<file path="src/rtl/bts_pkg.sv">
`default_nettype none
// ----------------------------------------------------------------------------
// bts_pkg: shared types and constants for the bounded tagged stack unit
// Widths, operation and status codes, config and result structs, and the
// small index helpers used by the engine and the top level.
// ----------------------------------------------------------------------------
package bts_pkg;

    // Store geometry
    localparam int STORE_WORDS   = 4096;
    localparam int TAG_BITS      = 4;
    localparam int ADDR_BITS     = $clog2(STORE_WORDS);

    // Fixed field widths
    localparam int PTR_BITS      = 13;
    localparam int ADDR_OUT_BITS = 12;
    localparam int TAG_OUT_BITS  = 4;
    localparam int VALUE_BITS    = 64;
    localparam int CNT_BITS      = 32;
    localparam int KIND_BITS     = 2;
    localparam int STATUS_BITS   = 2;
    localparam int CFG_IDX_BITS  = 2;
    localparam int CFG_DATA_BITS = 13;
    localparam int RAM_WIDTH     = VALUE_BITS + TAG_BITS;

    // Stream beat widths (padded to whole bytes)
    localparam int S_TDATA_BITS  = 72;
    localparam int M_TDATA_BITS  = 176;
    localparam int M_USED_BITS   = ADDR_OUT_BITS + VALUE_BITS + TAG_OUT_BITS
                                   + 2 * PTR_BITS + 2 * CNT_BITS;

    localparam logic [PTR_BITS-1:0] BASE_RESET = PTR_BITS'(4096);
    localparam logic [PTR_BITS-1:0] CAP_RESET  = PTR_BITS'(4096);
    localparam logic [CNT_BITS-1:0] CNT_MAX    = {CNT_BITS{1'b1}};

    typedef enum logic [KIND_BITS-1:0] {
        KIND_PUSH  = 2'd0,
        KIND_POP   = 2'd1,
        KIND_CLEAR = 2'd2
    } kind_t;

    typedef enum logic [STATUS_BITS-1:0] {
        STATUS_OK        = 2'd0,
        STATUS_OVERFLOW  = 2'd1,
        STATUS_DEPTH     = 2'd2,
        STATUS_UNDERFLOW = 2'd3
    } status_t;

    typedef enum logic [CFG_IDX_BITS-1:0] {
        CFG_BASE   = 2'd0,
        CFG_LIMIT  = 2'd1,
        CFG_CAP_ON = 2'd2,
        CFG_CAP    = 2'd3
    } cfg_index_t;

    // Register file view handed to the engine
    typedef struct packed {
        logic [PTR_BITS-1:0]      base;
        logic [ADDR_OUT_BITS-1:0] limit;
        logic                     cap_on;
        logic [PTR_BITS-1:0]      cap;
        logic                     base_wr;
        logic [PTR_BITS-1:0]      base_wr_data;
    } cfg_t;

    // Result held by the engine until the output register takes it
    typedef struct packed {
        logic                     valid;
        status_t                  status;
        logic [ADDR_OUT_BITS-1:0] addr;
        logic                     is_pop;
        logic [PTR_BITS-1:0]      depth;
        logic [PTR_BITS-1:0]      peak;
        logic [CNT_BITS-1:0]      push_cnt;
        logic [CNT_BITS-1:0]      pop_cnt;
    } res_t;

    // Store access request
    typedef struct packed {
        logic                 en;
        logic                 we;
        logic [ADDR_BITS-1:0] addr;
        logic [RAM_WIDTH-1:0] wdata;
    } ram_req_t;

    // Pointer modulo store size
    function automatic logic [ADDR_BITS-1:0] ptr_index(input logic [PTR_BITS-1:0] ptr);
        logic [ADDR_BITS+PTR_BITS-1:0] w;
        w = {{ADDR_BITS{1'b0}}, ptr};
        return w[ADDR_BITS-1:0];
    endfunction

    // Store index as reported in the 12-bit address field
    function automatic logic [ADDR_OUT_BITS-1:0] addr_report(input logic [ADDR_BITS-1:0] idx);
        logic [ADDR_BITS+ADDR_OUT_BITS-1:0] w;
        w = {{ADDR_OUT_BITS{1'b0}}, idx};
        return w[ADDR_OUT_BITS-1:0];
    endfunction

    function automatic logic [TAG_BITS-1:0] tag_keep(input logic [TAG_OUT_BITS-1:0] tag);
        logic [TAG_BITS+TAG_OUT_BITS-1:0] w;
        w = {{TAG_BITS{1'b0}}, tag};
        return w[TAG_BITS-1:0];
    endfunction

    function automatic logic [TAG_OUT_BITS-1:0] tag_report(input logic [TAG_BITS-1:0] tag);
        logic [TAG_BITS+TAG_OUT_BITS-1:0] w;
        w = {{TAG_OUT_BITS{1'b0}}, tag};
        return w[TAG_OUT_BITS-1:0];
    endfunction

    // Depth for a pointer: zero at or above the base
    function automatic logic [PTR_BITS-1:0] depth_at(input logic [PTR_BITS-1:0] ptr,
                                                     input logic [PTR_BITS-1:0] base);
        return (ptr < base) ? (base - ptr) : '0;
    endfunction

endpackage
`default_nettype wire

</file>
<file path="src/rtl/bts_cfg.sv">
`default_nettype none
// ----------------------------------------------------------------------------
// bts_cfg: configuration registers
// Base, limit, depth cap enable and depth cap; flags a base write so the
// engine can reload the stack pointer.
// ----------------------------------------------------------------------------
module bts_cfg (
    input  wire logic                              aclk,
    input  wire logic                              aresetn,
    input  wire logic                              cfg_valid,
    output logic                                   cfg_ready,
    input  wire logic [bts_pkg::CFG_IDX_BITS-1:0]  cfg_index,
    input  wire logic [bts_pkg::CFG_DATA_BITS-1:0] cfg_data,
    output bts_pkg::cfg_t                          cfg
);

    logic [bts_pkg::PTR_BITS-1:0]      base_reg;
    logic [bts_pkg::ADDR_OUT_BITS-1:0] limit_reg;
    logic                              cap_on_reg;
    logic [bts_pkg::PTR_BITS-1:0]      cap_reg;
    logic                              wr;

    assign cfg_ready = 1'b1;
    assign wr        = cfg_valid && cfg_ready;

    // Register writes
    always_ff @(posedge aclk) begin
        if (!aresetn) begin
            base_reg   <= bts_pkg::BASE_RESET;
            limit_reg  <= '0;
            cap_on_reg <= 1'b0;
            cap_reg    <= bts_pkg::CAP_RESET;
        end else if (wr) begin
            unique case (bts_pkg::cfg_index_t'(cfg_index))
                bts_pkg::CFG_BASE:   base_reg   <= cfg_data[bts_pkg::PTR_BITS-1:0];
                bts_pkg::CFG_LIMIT:  limit_reg  <= cfg_data[bts_pkg::ADDR_OUT_BITS-1:0];
                bts_pkg::CFG_CAP_ON: cap_on_reg <= cfg_data[0];
                bts_pkg::CFG_CAP:    cap_reg    <= cfg_data[bts_pkg::PTR_BITS-1:0];
                default: ;
            endcase
        end
    end

    always_comb begin
        cfg.base         = base_reg;
        cfg.limit        = limit_reg;
        cfg.cap_on       = cap_on_reg;
        cfg.cap          = cap_reg;
        cfg.base_wr      = wr && (bts_pkg::cfg_index_t'(cfg_index) == bts_pkg::CFG_BASE);
        cfg.base_wr_data = cfg_data[bts_pkg::PTR_BITS-1:0];
    end

endmodule
`default_nettype wire

</file>
<file path="config.mk">
export PLATFORM = sky130hd
export DESIGN_NAME = bts_cfg
export DESIGN_NICKNAME = d
export VERILOG_FILES = /design/src/rtl/bts_pkg.sv /design/src/rtl/bts_cfg.sv
export SDC_FILE = /design/constraint.sdc
export NUM_CORES = 1
export LEC_CHECK = 0
export BUFFER_PORTS_ARGS = -buffer_cell sky130_fd_sc_hd__buf_4
export CORE_UTILIZATION = 49
export CTS_CLUSTER_DIAMETER = 150
export DETAILED_ROUTE_END_ITERATION = 8
export PLACE_DENSITY = 0.84
export SYNTH_ARGS = -nofsm -noshare
export SYNTH_HDL_FRONTEND = slang
export SYNTH_SLANG_ARGS = --single-unit
</file>
<file path="constraint.sdc">
create_clock -name aclk -period 1.22 [get_ports aclk]
set_input_delay 0.061 -clock aclk [delete_from_list [all_inputs] [get_ports aclk]]
set_output_delay 0.061 -clock aclk [all_outputs]
set_load 0.03 [all_outputs]
</file>
==> metrics.txt <==
final instance area=roughly 2100 um^2; Leak Pwr=1.07 nW; Nets=234; CTS sink count=39; hold path cells=3; Die Wd=between 50 and 60 um; Fin Setup TNS=0 ns; Inserted Diodes=0; Max Clock Skew=0 ns; Bufs and invs on worst path=1; Synth Warn #=0; per-cell routed wire length=roughly 13 um; worst vdd ir=0.000815 V; # setup viols final=0; mean area per synthesized cell=roughly 10 um^2; area post-placement=2050 um^2; outcome=complete, no violations; Worst Setup Start Kind=flop; Non-Filler Instances=approximately 260; crit path to=cfg[24]; initial core utilization=52.0%; Hold Path Class=in2reg; Syn Nets=approximately 180; initial antenna violation count=0; setup slack on the worst flop-to-flop path=around 0.57 ns; #FFs+latches synth=39; detailed-router iteration count before antenna repair=4; Tcrit/Tclk final=approximately 79%; H-tree depth=2; min Tclk post-route=around 0.96 ns; placed cell count=about 250; DR WL met2=between 1500 and 2000 um; CTS tree=built; core area=3050 um^2; number of library cell types mapped by synthesis=12; Seq/Total Area, Yosys=49.2%; Worst setup EP type=output pin; hold wc startpoint=cfg_data[7]; post-CTS setup buffers=0; max-slew violations=0; crit-path cells=buf_4; global placer's final weighted congestion=between 0.7 and 0.8; RR Endpoint=cap_reg[8]; Tot Pwr=roughly 2.4 mW; post-synthesis instance total=approximately 160; required time of the critical path=approximately 1.2 ns; critical path's slowest cell=dfxtp_1; global-route usage over all layers=just over 20%; number of port buffers=70; PD cells=1150 nW/um^2; Die ar.=roughly 3500 um^2; delay-heaviest family, CP=flip-flops; FF-to-FF Start=cap_reg[8]; Hold-fix buffers, CTS=1; hold slack=approximately 0.024 ns; worst slack, placed=just over 0.3 ns; # DRC=0; I/O Pins=72; Resize count post-CTS=0; top layer in use=met4; first-pass GRT wire length=approximately 5200 um; Die Height=~59 um; Root Buffer=clkbuf_4; CP max FO=2; placed wire-length estimate=2420 um; R2R cell count=2; largest net degree at the start of global routing=29; final design utilization=between 60% and 70%; Avg Vias per Cell=around 4.7; layout cells sized above 1=a little under two fifths; critical path depth in cells=1; DRT Wirelength=3270 um; Post-Syn Area=1590 um^2; Syn-to-layout area delta=33.4%; vias in the first global route=approximately 1200; CP arrival=approximately 0.9 ns; Critical Path Source=cap_reg[10]; post-route ant nets=0; total gr overflow=0; Worst-path clk slew=between 0.1 and 0.15 ns; worst-skew pair later-pin latency=~0.33 ns; maxcap violations=0; max incr delay on CP=approximately 0.38 ns; # rows=20; DR iter-0 viols=36; worst setup margin=0.259 ns; RSZ-0062 raised after global routing=no; total routed wire length on the met1 layer=around 1400 um; Fmax=about 1000 MHz; Hold Violations, Final=0; DR vias=1232; met3 wire length=between 200 and 250 um; Num CTS Buffers=5; WS Path Type=reg2out; Max Buffers Root-to-Sink=2
==> kinds of logic (layout without fill, tap and decap cells) <==
logic type,Yosys count,after routing,share of synthesized area [%]
and+or+nand+nor,56,56,15.5
buffers and inverters,24,82,10.4
muxes,39,39,24.6
DFF,39,39,49.2
other,1,1,0.236
==> worst min-delay path by stage <==
stage / to / slack [ns]
after CTS: base_reg[3] / 0.02
after global placement: cap_reg[12] / 0.33
after detailed placement: cfg[7] / 0.35
after floorplan: cap_reg[12] / 0.23
after global routing: cap_reg[10] / 0.01
final: limit_reg[7] / 0.02
==> layout by cell type, fill, tap and decap left out, drive strengths merged, types with 2 or more instances in the layout <==
master	synthesis	layout
nand3b	2	2
clkbuf	4	5
dfxtp	39	39
nand2	49	49
nor2b	3	3
clkinvlp	0	2
mux2i	39	39
buf	20	73
==> metal layers <==
metal | vias up | track usage (%)
met5 | - | 0
met2 | 48 | 33.1
met3 | 5 | 7.03
met4 | 0 | 7.14
li1 | 611 | -
met1 | 568 | 25.5
==> worst min-delay path, stage by stage <==
cell     delay, ns
buf_4         0.11
nand2_1       0.09
mux2i_1       0.07
==> cells in the mapped netlist (all sizes together) <==
| cell | number | area [um^2] |
|---|---|---|
| dfxtp | 39 | 781 |
| mux2i | 39 | 390 |
| nor3b | 1 | 18.8 |
| conb | 1 | 3.75 |
| nand3b | 2 | 15.0 |
| clkbuf | 4 | 15.0 |
| nand2 | 49 | 184 |
| nor2b | 3 | 18.8 |
| buf | 20 | 150 |
| nand3 | 1 | 10.0 |
==> power by group <==
group	switching, mW	internal, mW
Clock	0.428	0.220
Combinational	0.270	0.183
Sequential	0.0249	1.32
Total	0.723	1.72
==> layout make-up <==
cell class | instances | area [um^2]
multi-input cells | 96 | 641
flip-flops and latches | 39 | 781
clock inverters | 3 | 20.0
repair buffers | 74 | 583
clock buffers | 5 | 37.5
fillers | 260 | 936
well taps | 44 | 55.1
Power figures use the tool's default switching activity.
