<file path="config.mk">
export PLATFORM = sky130hd
export DESIGN_NAME = bts_engine
export DESIGN_NICKNAME = d
export VERILOG_FILES = /design/src/rtl/bts_pkg.sv /design/src/rtl/bts_engine.sv
export SDC_FILE = /design/constraint.sdc
export NUM_CORES = 1
export LEC_CHECK = 0
export BUFFER_PORTS_ARGS = -buffer_cell sky130_fd_sc_hd__buf_2
export CAP_MARGIN = 20
export CELL_PAD_IN_SITES_DETAIL_PLACEMENT = 1
export CELL_PAD_IN_SITES_GLOBAL_PLACEMENT = 2
export CORE_MARGIN = 2
export CORE_UTILIZATION = 32
export CTS_BUF_LIST = sky130_fd_sc_hd__clkbuf_4 sky130_fd_sc_hd__clkbuf_8 sky130_fd_sc_hd__clkbuf_16
export CTS_CLUSTER_DIAMETER = 150
export DETAILED_ROUTE_END_ITERATION = 7
export GPL_TIMING_DRIVEN = 0
export HOLD_SLACK_MARGIN = 0.12
export PLACE_DENSITY = 0.87
export SKIP_LAST_GASP = 1
export SYNTH_ARGS = -nofsm -noshare
export SYNTH_HDL_FRONTEND = slang
export SYNTH_SLANG_ARGS = --single-unit
</file>
<file path="constraint.sdc">
create_clock -name aclk -period 10.3 [get_ports aclk]
set_input_delay 2.575 -clock aclk [delete_from_list [all_inputs] [get_ports aclk]]
set_output_delay 2.575 -clock aclk [all_outputs]
set_load 0.01 [all_outputs]
</file>
<file path="src/rtl/bts_pkg.sv">
`default_nettype none
// ----------------------------------------------------------------------------
// bts_pkg: shared types and constants for the bounded tagged stack unit
// Widths, operation and status codes, config and result structs, and the
// small index helpers used by the engine and the top level.
// ----------------------------------------------------------------------------
package bts_pkg;

    // Store geometry
    localparam int STORE_WORDS   = 4096;
    localparam int TAG_BITS      = 4;
    localparam int ADDR_BITS     = $clog2(STORE_WORDS);

    // Fixed field widths
    localparam int PTR_BITS      = 13;
    localparam int ADDR_OUT_BITS = 12;
    localparam int TAG_OUT_BITS  = 4;
    localparam int VALUE_BITS    = 64;
    localparam int CNT_BITS      = 32;
    localparam int KIND_BITS     = 2;
    localparam int STATUS_BITS   = 2;
    localparam int CFG_IDX_BITS  = 2;
    localparam int CFG_DATA_BITS = 13;
    localparam int RAM_WIDTH     = VALUE_BITS + TAG_BITS;

    // Stream beat widths (padded to whole bytes)
    localparam int S_TDATA_BITS  = 72;
    localparam int M_TDATA_BITS  = 176;
    localparam int M_USED_BITS   = ADDR_OUT_BITS + VALUE_BITS + TAG_OUT_BITS
                                   + 2 * PTR_BITS + 2 * CNT_BITS;

    localparam logic [PTR_BITS-1:0] BASE_RESET = PTR_BITS'(4096);
    localparam logic [PTR_BITS-1:0] CAP_RESET  = PTR_BITS'(4096);
    localparam logic [CNT_BITS-1:0] CNT_MAX    = {CNT_BITS{1'b1}};

    typedef enum logic [KIND_BITS-1:0] {
        KIND_PUSH  = 2'd0,
        KIND_POP   = 2'd1,
        KIND_CLEAR = 2'd2
    } kind_t;

    typedef enum logic [STATUS_BITS-1:0] {
        STATUS_OK        = 2'd0,
        STATUS_OVERFLOW  = 2'd1,
        STATUS_DEPTH     = 2'd2,
        STATUS_UNDERFLOW = 2'd3
    } status_t;

    typedef enum logic [CFG_IDX_BITS-1:0] {
        CFG_BASE   = 2'd0,
        CFG_LIMIT  = 2'd1,
        CFG_CAP_ON = 2'd2,
        CFG_CAP    = 2'd3
    } cfg_index_t;

    // Register file view handed to the engine
    typedef struct packed {
        logic [PTR_BITS-1:0]      base;
        logic [ADDR_OUT_BITS-1:0] limit;
        logic                     cap_on;
        logic [PTR_BITS-1:0]      cap;
        logic                     base_wr;
        logic [PTR_BITS-1:0]      base_wr_data;
    } cfg_t;

    // Result held by the engine until the output register takes it
    typedef struct packed {
        logic                     valid;
        status_t                  status;
        logic [ADDR_OUT_BITS-1:0] addr;
        logic                     is_pop;
        logic [PTR_BITS-1:0]      depth;
        logic [PTR_BITS-1:0]      peak;
        logic [CNT_BITS-1:0]      push_cnt;
        logic [CNT_BITS-1:0]      pop_cnt;
    } res_t;

    // Store access request
    typedef struct packed {
        logic                 en;
        logic                 we;
        logic [ADDR_BITS-1:0] addr;
        logic [RAM_WIDTH-1:0] wdata;
    } ram_req_t;

    // Pointer modulo store size
    function automatic logic [ADDR_BITS-1:0] ptr_index(input logic [PTR_BITS-1:0] ptr);
        logic [ADDR_BITS+PTR_BITS-1:0] w;
        w = {{ADDR_BITS{1'b0}}, ptr};
        return w[ADDR_BITS-1:0];
    endfunction

    // Store index as reported in the 12-bit address field
    function automatic logic [ADDR_OUT_BITS-1:0] addr_report(input logic [ADDR_BITS-1:0] idx);
        logic [ADDR_BITS+ADDR_OUT_BITS-1:0] w;
        w = {{ADDR_OUT_BITS{1'b0}}, idx};
        return w[ADDR_OUT_BITS-1:0];
    endfunction

    function automatic logic [TAG_BITS-1:0] tag_keep(input logic [TAG_OUT_BITS-1:0] tag);
        logic [TAG_BITS+TAG_OUT_BITS-1:0] w;
        w = {{TAG_BITS{1'b0}}, tag};
        return w[TAG_BITS-1:0];
    endfunction

    function automatic logic [TAG_OUT_BITS-1:0] tag_report(input logic [TAG_BITS-1:0] tag);
        logic [TAG_BITS+TAG_OUT_BITS-1:0] w;
        w = {{TAG_OUT_BITS{1'b0}}, tag};
        return w[TAG_OUT_BITS-1:0];
    endfunction

    // Depth for a pointer: zero at or above the base
    function automatic logic [PTR_BITS-1:0] depth_at(input logic [PTR_BITS-1:0] ptr,
                                                     input logic [PTR_BITS-1:0] base);
        return (ptr < base) ? (base - ptr) : '0;
    endfunction

endpackage
`default_nettype wire

</file>
<file path="src/rtl/bts_engine.sv">
`default_nettype none
// ----------------------------------------------------------------------------
// bts_engine: stack pointer, limit checks, statistics and result register
// Decides each beat in its accept cycle, issues the store write or read, and
// holds the result until the output stage takes it.
// ----------------------------------------------------------------------------
module bts_engine (
    input  wire logic                               aclk,
    input  wire logic                               aresetn,
    input  wire bts_pkg::cfg_t                      cfg,
    input  wire logic                               in_accept,
    input  wire logic [bts_pkg::KIND_BITS-1:0]      in_kind,
    input  wire logic [bts_pkg::VALUE_BITS-1:0]     in_value,
    input  wire logic [bts_pkg::TAG_OUT_BITS-1:0]   in_tag,
    input  wire logic                               res_take,
    output bts_pkg::res_t                           res,
    output bts_pkg::ram_req_t                       ram_req
);

    logic [bts_pkg::PTR_BITS-1:0] sp_reg, sp_next;
    logic [bts_pkg::PTR_BITS-1:0] peak_reg, peak_next;
    logic [bts_pkg::CNT_BITS-1:0] push_cnt_reg, push_cnt_next;
    logic [bts_pkg::CNT_BITS-1:0] pop_cnt_reg, pop_cnt_next;
    bts_pkg::res_t                res_reg, res_next;

    logic [bts_pkg::PTR_BITS-1:0]  np;
    logic [bts_pkg::PTR_BITS-1:0]  np_depth;
    logic [bts_pkg::ADDR_BITS-1:0] push_idx;
    logic [bts_pkg::ADDR_BITS-1:0] pop_idx;
    logic                          at_limit;
    logic                          cap_hit;
    logic                          push_ok;
    logic                          pop_ok;
    bts_pkg::status_t              status;
    logic [bts_pkg::ADDR_OUT_BITS-1:0] addr_out;

    // Checks on the current pointer
    always_comb begin
        np       = sp_reg - 1'b1;
        np_depth = bts_pkg::depth_at(np, cfg.base);
        push_idx = bts_pkg::ptr_index(np);
        pop_idx  = bts_pkg::ptr_index(sp_reg);
        at_limit = sp_reg <= {1'b0, cfg.limit};
        cap_hit  = cfg.cap_on && (np_depth > cfg.cap);
    end

    // Next state and result
    always_comb begin
        sp_next       = sp_reg;
        peak_next     = peak_reg;
        push_cnt_next = push_cnt_reg;
        pop_cnt_next  = pop_cnt_reg;
        push_ok       = 1'b0;
        pop_ok        = 1'b0;
        status        = bts_pkg::STATUS_OK;
        addr_out      = '0;

        case (bts_pkg::kind_t'(in_kind))
            bts_pkg::KIND_PUSH: begin
                if (at_limit) begin
                    status = bts_pkg::STATUS_OVERFLOW;
                end else if (cap_hit) begin
                    status = bts_pkg::STATUS_DEPTH;
                end else begin
                    push_ok  = 1'b1;
                    sp_next  = np;
                    addr_out = bts_pkg::addr_report(push_idx);
                    if (np_depth > peak_reg) begin
                        peak_next = np_depth;
                    end
                    if (push_cnt_reg != bts_pkg::CNT_MAX) begin
                        push_cnt_next = push_cnt_reg + 1'b1;
                    end
                end
            end
            bts_pkg::KIND_POP: begin
                if (sp_reg >= cfg.base) begin
                    status = bts_pkg::STATUS_UNDERFLOW;
                end else begin
                    pop_ok   = 1'b1;
                    sp_next  = sp_reg + 1'b1;
                    addr_out = bts_pkg::addr_report(pop_idx);
                    if (pop_cnt_reg != bts_pkg::CNT_MAX) begin
                        pop_cnt_next = pop_cnt_reg + 1'b1;
                    end
                end
            end
            bts_pkg::KIND_CLEAR: begin
                peak_next     = '0;
                push_cnt_next = '0;
                pop_cnt_next  = '0;
            end
            default: ;
        endcase

        res_next.valid    = 1'b1;
        res_next.status   = status;
        res_next.addr     = addr_out;
        res_next.is_pop   = pop_ok;
        res_next.depth    = bts_pkg::depth_at(sp_next, cfg.base);
        res_next.peak     = peak_next;
        res_next.push_cnt = push_cnt_next;
        res_next.pop_cnt  = pop_cnt_next;
    end

    // Store access: push writes at the new pointer, pop reads at the old one
    always_comb begin
        ram_req.en    = in_accept && (push_ok || pop_ok);
        ram_req.we    = push_ok;
        ram_req.addr  = push_ok ? push_idx : pop_idx;
        ram_req.wdata = {bts_pkg::tag_keep(in_tag), in_value};
    end

    // Pointer and statistics
    always_ff @(posedge aclk) begin
        if (!aresetn) begin
            sp_reg       <= bts_pkg::BASE_RESET;
            peak_reg     <= '0;
            push_cnt_reg <= '0;
            pop_cnt_reg  <= '0;
        end else if (cfg.base_wr) begin
            sp_reg <= cfg.base_wr_data;
        end else if (in_accept) begin
            sp_reg       <= sp_next;
            peak_reg     <= peak_next;
            push_cnt_reg <= push_cnt_next;
            pop_cnt_reg  <= pop_cnt_next;
        end
    end

    // Result register: valid flag under reset, payload loaded with each beat
    always_ff @(posedge aclk) begin
        if (!aresetn) begin
            res_reg.valid <= 1'b0;
        end else if (in_accept) begin
            res_reg.valid <= 1'b1;
        end else if (res_take) begin
            res_reg.valid <= 1'b0;
        end
        if (in_accept) begin
            res_reg.status   <= res_next.status;
            res_reg.addr     <= res_next.addr;
            res_reg.is_pop   <= res_next.is_pop;
            res_reg.depth    <= res_next.depth;
            res_reg.peak     <= res_next.peak;
            res_reg.push_cnt <= res_next.push_cnt;
            res_reg.pop_cnt  <= res_next.pop_cnt;
        end
    end

    assign res = res_reg;

endmodule
`default_nettype wire
</file>
==> results of run 1 <==
## layer usage
layer	routed length [um]	global-route usage	vias to the layer above
met5	0	0	-
met4	1420	0.0814	0
met3	2710	0.0359	72
met2	23300	0.376	441
met1	23200	0.305	6412
li1	-	-	6134
## worst max-delay path: stages
cell,delay (ns)
buf_2,0.11
inv_1,0.09
ha_1,0.20
fa_1,0.23
nor2b_1,0.05
o21ai_0,0.17
nand2b_1,0.16
a21o_1,0.21
maj3_1,0.39
a31oi_1,0.23
xor2_1,0.33
nor2_1,0.11
ha_1,0.31
a21o_1,0.18
a21oi_1,0.13
nor2b_1,0.06
o41a_2,0.53
inv_1,0.19
nand2_2,0.16
clkinv_1,0.20
buf_2,0.27
nand2_1,0.14
xnor2_2,0.24
buf_2,0.17
## through the flow
| step | std cells | hold WS [ns] |
|---|---|---|
| after floorplan | 1541 | 0.437 |
| after global placement | 2318 | 0.448 |
| after detailed placement | 2320 | 0.466 |
| after CTS | 2354 | 0.476 |
| after global routing | 2357 | 0.516 |
| final | 2357 | 0.478 |
## power groups by stage
stage	clock network [W]	registers (W)	logic (W)
3_5_place_dp	0	0.000901	0.000717
4_1_cts	0.000714	0.000884	0.000742
2_1_floorplan	0	0.000911	0.000444
5_1_grt	0.000739	0.000888	0.000822
6_report	0.000697	0.000884	0.000752
3_3_place_gp	0	0.000901	0.000693
## layout by cell type (no fill, tap or decap), types with 23 or more instances in the layout
| cell type | Yosys | routed |
|---|---|---|
| or3_1 | 26 | 26 |
| ha_1 | 82 | 81 |
| edfxtp_1 | 105 | 105 |
| and3_1 | 26 | 26 |
| xor2_1 | 26 | 25 |
| buf_4 | 69 | 77 |
| nor2_1 | 112 | 111 |
| a21oi_1 | 77 | 76 |
| dfxtp_1 | 91 | 90 |
| nand4_1 | 32 | 32 |
| o21ai_0 | 109 | 107 |
| buf_2 | 2 | 248 |
| and2_1 | 23 | 23 |
| a31oi_1 | 36 | 36 |
| nand2_1 | 129 | 128 |
| xnor2_1 | 45 | 43 |
| nand3_1 | 70 | 70 |
| nor3_1 | 39 | 39 |
| inv_1 | 80 | 78 |
| clkbuf_1 | 73 | 69 |
## cell type report
type,count,share of cell area
clock inverter,13,0.00891
tap,532,0.0416
timing repair buffer,255,0.0824
sequential,196,0.311
multi-input combinational,1109,0.456
buffer,150,0.0527
inverter,83,0.0197
clock buffer,19,0.0275
## repair_timing
| action | in CTS | in global routing |
|---|---|---|
| hold buffers | 0 | 0 |
| resized for setup | 18 | 5 |
| hold endpoints to repair | 0 | 0 |
| setup buffers | 4 | 3 |
| endpoints found under the setup margin | 27 | 24 |
| pin swaps | 2 | 1 |
## how the worst min path moves through the flow
stage                              startpoint                        end  slack (ns)  cells past startpoint
floorplan           peak_reg[12]$_SDFFE_PN0P_  peak_reg[12]$_SDFFE_PN0P_        0.44                      2
global placement    peak_reg[12]$_SDFFE_PN0P_  peak_reg[12]$_SDFFE_PN0P_        0.45                      2
detailed placement  peak_reg[12]$_SDFFE_PN0P_  peak_reg[12]$_SDFFE_PN0P_        0.47                      2
CTS                 peak_reg[12]$_SDFFE_PN0P_  peak_reg[12]$_SDFFE_PN0P_        0.48                      2
global route        peak_reg[11]$_SDFFE_PN0P_  peak_reg[11]$_SDFFE_PN0P_        0.52                      1
finish              peak_reg[12]$_SDFFE_PN0P_  peak_reg[12]$_SDFFE_PN0P_        0.48                      2
## cell families after synthesis
kind of cell    synth area share
buf+inv                   0.0870
mux                      0.00693
simple gates               0.211
compound gates             0.189
xor+xnor                  0.0516
fa+ha+maj                 0.0820
flops                      0.372
==> impl_metrics.json, run 1 <==
{
  "multi_input_area_mm2": 0.00731,
  "status": "completed",
  "nets": 2023,
  "synth.distinct_cells": 73,
  "setup_slack_ns": 0.260,
  "synth_seq_cells": 196,
  "avgSynthCellArea_um2": 8.67,
  "p_int_w": 0.00149,
  "dp_hpwl_um": 39000,
  "drc_errors": 0,
  "clockRootBuffer": "clkbuf_16",
  "antenna_left": 0,
  "power_density_mw_per_mm2": 146,
  "hold_class": "reg2reg",
  "final-seq-area_mm2": 0.00498,
  "fin_crit_ns": 10.04,
  "largest_register_ffs": 106,
  "h-tree-depth": 4,
  "start_util": 0.326,
  "track_usage": 0.229,
  "crit_type": "in2out",
  "worst_ep_required_time_ns": 7.73,
  "slew_headroom": 0.256,
  "gp_congestion": 0.934,
  "grt_max_degree": 60,
  "drt-vias-per-instance": 5.54,
  "synth_edf_count": 105,
  "clock_power_share": 0.299,
  "swShare": 0.360,
  "cts.reportedPaths.clkPinSlew_ns": 0.08,
  "cts-buffers-inserted": 17,
  "hold_violations": 0,
  "r2r_start": "sp_reg[1]$_SDFFE_PN0P_",
  "ys_warn_count": 0,
  "setup.worst_path.end": "ram_req[72]",
  "ir_drop_mv": 0.0933,
  "async_flop_share": 0,
  "utilization": 0.390,
  "post_drt_wl_per_cell_um": 21.5,
  "die_area_mm2": 0.0434,
  "synth.area.top_cells": "edfxtp_1, dfxtp_1, ha_1",
  "seq_power_share": 0.379,
  "synth_seq_area_share": 0.372,
  "clock_latency_ns": 0.47,
  "antenna_found_initial": 1,
  "finalCritPeriodShare": 0.975,
  "rows": 74,
  "cts_sinks": 196,
  "cp.arrival_ns": 7.46,
  "grt_pass1_vias": 13000,
  "vias": 13100,
  "yosysMostFrequentCell": "nand2_1",
  "p_leak_nw": 6.43,
  "p_comb_frac": 0.322,
  "power_w": 0.00233,
  "drt-total-wl_um": 50600,
  "fp.coreArea_mm2": 0.0410,
  "port_buffers": 245,
  "yosysTopAreaCell": "edfxtp_1",
  "die_h_um": 208,
  "setup_viol": 0,
  "drive_above_1_share": 0.212,
  "ys_top_cells_by_count": "nand2_1, nor2_1, o21ai_0",
  "die_x_um": 208,
  "area_growth_pct": 19.8,
  "cts_tree": "built",
  "cap_violations": 0,
  "netlist_instances": 1541,
  "ios": 315,
  "fin_skew_ns": 0.0147,
  "final_area_mm2": 0.0160,
  "yosysTopAreaCellShare": 0.236,
  "reg2reg_to": "res[86]$_SDFFCE_PP0P_",
  "preCtsSetupSlack_ns": -1.49,
  "finalMaxSlewViolations": 0,
  "drt_iter0_markers": 738,
  "grt_overflow": 0,
  "worstMarginPinSlew_ns": 1.11,
  "fmax_ghz": 0.0996,
  "r2r_setup_slack_ns": 0.45,
  "cp_max_fo": 10,
  "tns_ns": 0,
  "grt_pass1_wl_um": 77000,
  "cp-startpoint": "cfg[40]",
  "first_pass_iters": 4,
  "switching_power_w": 0.000841,
  "syn_nets": 1752,
  "fillers": 4971,
  "start_kind": "input pin",
  "cts_buffer_depth": 2,
  "dpl_cell_area_mm2": 0.0153,
  "synthesis.area_mm2": 0.0134,
  "yosys_most_used_dff": "edfxtp_1",
  "antenna-diode-count": 0,
  "cp-end-kind": "primary output",
  "reg2reg_depth": 34
}
Power figures use the tool's default switching activity.
==> run 2: changes to the inputs <==
--- a/config.mk
+++ b/config.mk
@@ -9,6 +9,7 @@
 export CAP_MARGIN = 20
 export CELL_PAD_IN_SITES_DETAIL_PLACEMENT = 1
 export CELL_PAD_IN_SITES_GLOBAL_PLACEMENT = 2
+export CORE_ASPECT_RATIO = 1.1
 export CORE_MARGIN = 2
 export CORE_UTILIZATION = 32
 export CTS_BUF_LIST = sky130_fd_sc_hd__clkbuf_4 sky130_fd_sc_hd__clkbuf_8 sky130_fd_sc_hd__clkbuf_16
==> impl_metrics.json, run 2 (same netlist as run 1, synthesis figures left out) <==
{
  "track_usage": 0.235,
  "ctsHoldBuffers": 0,
  "crit_type": "reg2out",
  "drive_above_1_share": 0.211,
  "grt_pass1_wl_um": 77400,
  "p_leak_nw": 6.41,
  "setup_slack_ns": 0.296,
  "h-tree-depth": 4,
  "worstMarginPinSlew_ns": 1.11,
  "final_area_mm2": 0.0160,
  "fmax_ghz": 0.100,
  "port_buffers": 245,
  "fin_crit_ns": 10.00,
  "hold_violations": 0,
  "cts-buffers-inserted": 17,
  "fillers": 4973,
  "final_cells": 2380,
  "die_x_um": 199,
  "final_common_cell": "buf_2",
  "cts.reportedPaths.clkPinSlew_ns": 0.09,
  "setup_viol": 0,
  "dp_cells": 2348,
  "min_to": "peak_reg[12]$_SDFFE_PN0P_",
  "reg2reg_depth": 34,
  "preCtsSetupSlack_ns": -1.58,
  "cp_max_fo": 14,
  "cap_violations": 0,
  "cts_tree": "built",
  "slowest_delay_ns": 0.53,
  "final_cell_mix": "buf_2, nand2_1, nor2_1",
  "gp_congestion": 0.936,
  "seq_power_share": 0.380,
  "cp_num_buf_inv": 7,
  "switching_power_w": 0.000824,
  "start_util": 0.324,
  "antenna-diode-count": 0,
  "ios": 315,
  "finalMaxSlewViolations": 0,
  "power_density_mw_per_mm2": 145,
  "clockRootBuffer": "clkbuf_16",
  "multi_input_area_mm2": 0.00730,
  "cts_buffer_depth": 2,
  "tns_ns": 0,
  "rows": 78,
  "utilization": 0.389,
  "drt-total-wl_um": 51300,
  "hold_path_startpoint": "peak_reg[12]$_SDFFE_PN0P_",
  "nets": 2018,
  "antenna_left": 0,
  "drc_errors": 0,
  "hold_depth": 2,
  "p_comb_frac": 0.320,
  "critPathTopFamily": "compound AO/OA/AOI/OAI gates",
  "drt-vias-per-instance": 5.49,
  "swShare": 0.355,
  "worst_ep_required_time_ns": 7.73,
  "fp.coreArea_mm2": 0.0412,
  "post_drt_wl_per_cell_um": 21.6,
  "drt_iter0_markers": 745,
  "vias": 13100,
  "cp.arrival_ns": 7.43,
  "rsz0062_at_grt": "no",
  "die_area_mm2": 0.0434,
  "start_kind": "register",
  "die_h_um": 218,
  "fin_skew_ns": 0.0219,
  "largest_register_ffs": 106,
  "hold_class": "reg2reg",
  "slew_headroom": 0.249,
  "r2r_setup_slack_ns": 0.58,
  "final-seq-area_mm2": 0.00498,
  "dp_hpwl_um": 39900,
  "grt_overflow": 0,
  "grt_max_degree": 56,
  "ir_drop_mv": 0.110,
  "clock_latency_ns": 0.48,
  "dpl_cell_area_mm2": 0.0153,
  "antenna_found_initial": 3,
  "clock_power_share": 0.300,
  "status": "completed",
  "cts_sinks": 196,
  "slowest_stage": "o41a_4",
  "p_int_w": 0.00150,
  "cp-end-kind": "primary output",
  "first_pass_iters": 5,
  "reg2reg_to": "res[85]$_SDFFCE_PP0P_",
  "finalCritPeriodShare": 0.971,
  "grt_pass1_vias": 13200,
  "area_growth_pct": 19.9,
  "r2r_start": "sp_reg[0]$_SDFFE_PN0P_"
}
[run 2: cell count changes in the layout (fill, tap and decap cells not counted), sizes merged]
cell      before  now
clkinv         7    5
buf          334  329
inv           86   84
clkinvlp       2    4
clkbuf        90   92
[run 2: worst min-delay path, cell delays in order (launching register included)]
cell and delay, ns:
dfxtp_1 0.31, nand3_1 0.06, o21ai_1 0.06
[run 2: cell type report]
cell class / instances / area share
clock inverters: 11 / 0.00734
well taps: 560 / 0.0437
clock buffers: 21 / 0.0296
inverters: 83 / 0.0199
repair buffers: 250 / 0.0800
flip-flops and latches: 196 / 0.311
plain buffers: 150 / 0.0529
multi-input cells: 1109 / 0.456
[run 2: through the flow]
stage	hold slack, ns	total power [W]
floorplan	0.437	0.00135
global placement	0.448	0.00160
detailed placement	0.468	0.00162
CTS	0.478	0.00234
global route	0.507	0.00244
finish	0.471	0.00232
[run 2: what timing repair did]
| item | CTS | global route |
|---|---|---|
| hold endpoints to repair | 0 | 0 |
| pin swaps | 1 | 0 |
| buffers inserted | 2 | 0 |
| gates resized for setup | 18 | 9 |
| endpoints found under the setup margin | 27 | 26 |
[run 2: metal layers]
metal | track usage | share of wire
met2 | 0.391 | 0.48
met5 | 0 | 0.00055
met1 | 0.302 | 0.45
met3 | 0.0347 | 0.044
met4 | 0.104 | 0.035
[run 2: power by group through the flow]
stage / combinational (W) / clock [W] / sequential (W)
floorplan: 0.000444 / 0 / 0.000911
global placement: 0.000698 / 0 / 0.000901
detailed placement: 0.000723 / 0 / 0.000901
CTS: 0.000739 / 0.000715 / 0.000883
global route: 0.000819 / 0.000739 / 0.000887
finish: 0.000744 / 0.000696 / 0.000884
[run 2: how the worst max path moves through the flow]
stage,from,cells after the start,end
6_report,sp_reg[0]$_SDFFE_PN0P_,27,ram_req[73]
3_3_place_gp,sp_reg[0]$_SDFFE_PN0P_,27,ram_req[78]
4_1_cts,sp_reg[1]$_SDFFE_PN0P_,28,ram_req[78]
5_1_grt,sp_reg[1]$_SDFFE_PN0P_,27,ram_req[73]
2_1_floorplan,cfg[41],20,ram_req[72]
3_5_place_dp,sp_reg[0]$_SDFFE_PN0P_,27,ram_req[78]
==> run 3: changes to the inputs <==
--- a/config.mk
+++ b/config.mk
@@ -7,7 +7,7 @@
 export LEC_CHECK = 0
 export BUFFER_PORTS_ARGS = -buffer_cell sky130_fd_sc_hd__buf_2
 export CAP_MARGIN = 20
-export CELL_PAD_IN_SITES_DETAIL_PLACEMENT = 1
+export CELL_PAD_IN_SITES_DETAIL_PLACEMENT = 2
 export CELL_PAD_IN_SITES_GLOBAL_PLACEMENT = 2
 export CORE_ASPECT_RATIO = 1.1
 export CORE_MARGIN = 2
@@ -19,6 +19,7 @@
 export HOLD_SLACK_MARGIN = 0.12
 export PLACE_DENSITY = 0.87
 export SKIP_LAST_GASP = 1
+export SLEW_MARGIN = 5
 export SYNTH_ARGS = -nofsm -noshare
 export SYNTH_HDL_FRONTEND = slang
 export SYNTH_SLANG_ARGS = --single-unit
==> impl_metrics.json, run 3 (same netlist as run 1, synthesis figures left out) <==
{
  "largest_register_ffs": 106,
  "p_leak_nw": 6.44,
  "cp.arrival_ns": 7.58,
  "ctsHoldBuffers": 0,
  "fp.coreArea_mm2": 0.0412,
  "grt_max_degree": 56,
  "cap_violations": 0,
  "grt_overflow": 0,
  "cts.reportedPaths.clkPinSlew_ns": 0.08,
  "worst_ep_required_time_ns": 7.73,
  "cp_max_fo": 14,
  "clock_power_share": 0.301,
  "utilization": 0.391,
  "h-tree-depth": 4,
  "seq_power_share": 0.372,
  "fin_crit_ns": 10.15,
  "hold_class": "reg2reg",
  "p_comb_frac": 0.327,
  "setup_slack_ns": 0.149,
  "drive_above_1_share": 0.216,
  "nets": 2027,
  "cts_buffer_depth": 2,
  "finalCritPeriodShare": 0.986,
  "start_util": 0.324,
  "status": "completed",
  "worstMarginPinSlew_ns": 1.13,
  "slew_headroom": 0.246,
  "drt-vias-per-instance": 5.65,
  "clockRootBuffer": "clkbuf_16",
  "final_cell_mix": "buf_2, nand2_1, nor2_1",
  "vias": 13500,
  "ios": 315,
  "cts-buffers-inserted": 17,
  "ir_drop_mv": 0.106,
  "cts_tree": "built",
  "fin_skew_ns": 0.0181,
  "finalMaxSlewViolations": 0,
  "area_growth_pct": 20.6,
  "hold_violations": 0,
  "drt-total-wl_um": 57400,
  "port_buffers": 245,
  "drc_errors": 0,
  "start_kind": "register",
  "cp-end-kind": "primary output",
  "crit_type": "reg2out",
  "switching_power_w": 0.000899,
  "antenna_left": 0,
  "drt_iter0_markers": 707,
  "setup_viol": 0,
  "grt_pass1_wl_um": 86800,
  "gp_congestion": 0.936,
  "power_density_mw_per_mm2": 148,
  "final_common_cell": "buf_2",
  "antenna_found_initial": 0,
  "p_int_w": 0.00148,
  "first_pass_iters": 4,
  "rows": 78,
  "swShare": 0.378,
  "die_area_mm2": 0.0434,
  "grt_pass1_vias": 14600,
  "dp_hpwl_um": 43900,
  "fmax_ghz": 0.0985,
  "die_h_um": 218,
  "preCtsSetupSlack_ns": -1.61,
  "cts_sinks": 196,
  "die_x_um": 199,
  "track_usage": 0.263,
  "clock_latency_ns": 0.48,
  "antenna-diode-count": 0,
  "post_drt_wl_per_cell_um": 24.0
}
## run 3: power groups by stage
stage	clock, W	combinational [W]	sequential [W]
after floorplan	0	0.000444	0.000911
after global placement	0	0.000698	0.000901
after detailed placement	0	0.000743	0.000902
after CTS	0.000725	0.000763	0.000885
after global routing	0.000747	0.000851	0.000888
final	0.000715	0.000777	0.000885
## run 3: final timing paths
check	from	endpoint	slack, ns	depth (start not counted)
max	sp_reg[1]$_SDFFE_PN0P_	ram_req[78]	0.15	27
min	peak_reg[12]$_SDFFE_PN0P_	peak_reg[12]$_SDFFE_PN0P_	0.47	2
max reg2reg	sp_reg[1]$_SDFFE_PN0P_	res[79]$_SDFFCE_PP0P_	0.38	34
min reg2reg	peak_reg[12]$_SDFFE_PN0P_	peak_reg[12]$_SDFFE_PN0P_	0.47	2
## run 3: through the flow
| stage | cell area [um^2] | hold WS [ns] | total power [W] | cells | setup TNS (ns) |
|---|---|---|---|---|---|
| after global routing | 16100 | 0.507 | 0.00249 | 2389 | -0.0411 |
| after floorplan | 13400 | 0.437 | 0.00135 | 1541 | 0 |
| after global placement | 15300 | 0.448 | 0.00160 | 2346 | -25.88 |
| final | 16100 | 0.467 | 0.00238 | 2389 | 0 |
| after CTS | 16000 | 0.472 | 0.00237 | 2381 | 0 |
| after detailed placement | 15300 | 0.461 | 0.00164 | 2348 | -28.58 |
## run 3: critical path, cell delays in order (launching register included)
cell and delay [ns]:
dfxtp_2 0.43, inv_1 0.18, ha_4 0.20, or3b_2 0.46, clkbuf_1 0.25, or3_1 0.36, clkbuf_1 0.20, xor2_2 0.30
ha_2 0.39, a21oi_4 0.21, nand2_1 0.10, o21ai_2 0.19, nor3b_1 0.08, o21a_1 0.25, o41a_4 0.54, and2_1 0.21
ha_1 0.32, a211o_1 0.30, a21oi_1 0.13, a311oi_1 0.12, o41a_2 0.57, inv_2 0.14, nand2_2 0.16, buf_4 0.25
clkbuf_4 0.21, nor2_1 0.19, xnor2_2 0.17, buf_2 0.18
## run 3: timing repair
action / CTS / global route
endpoints found under the setup margin: 27 / 23
setup buffers: 3 / 6
pin swaps: 1 / 1
resized for setup: 18 / 14
## run 3: metal layers
metal,track usage,share of wire,vias up
li1,-,-,6143
met1,0.318,0.41,6765
met2,0.454,0.49,455
met3,0.0420,0.050,130
met4,0.130,0.045,0
met5,0,0,-
## run 3: final cells by class
cell class	count	area, um^2
buffer	151	856
clock buffer	17	425
clock inverter	15	176
fill	4751	25100
inverter	83	319
multi-input combinational	1109	7310
sequential	196	4980
tap	560	701
timing repair buffer	258	1340
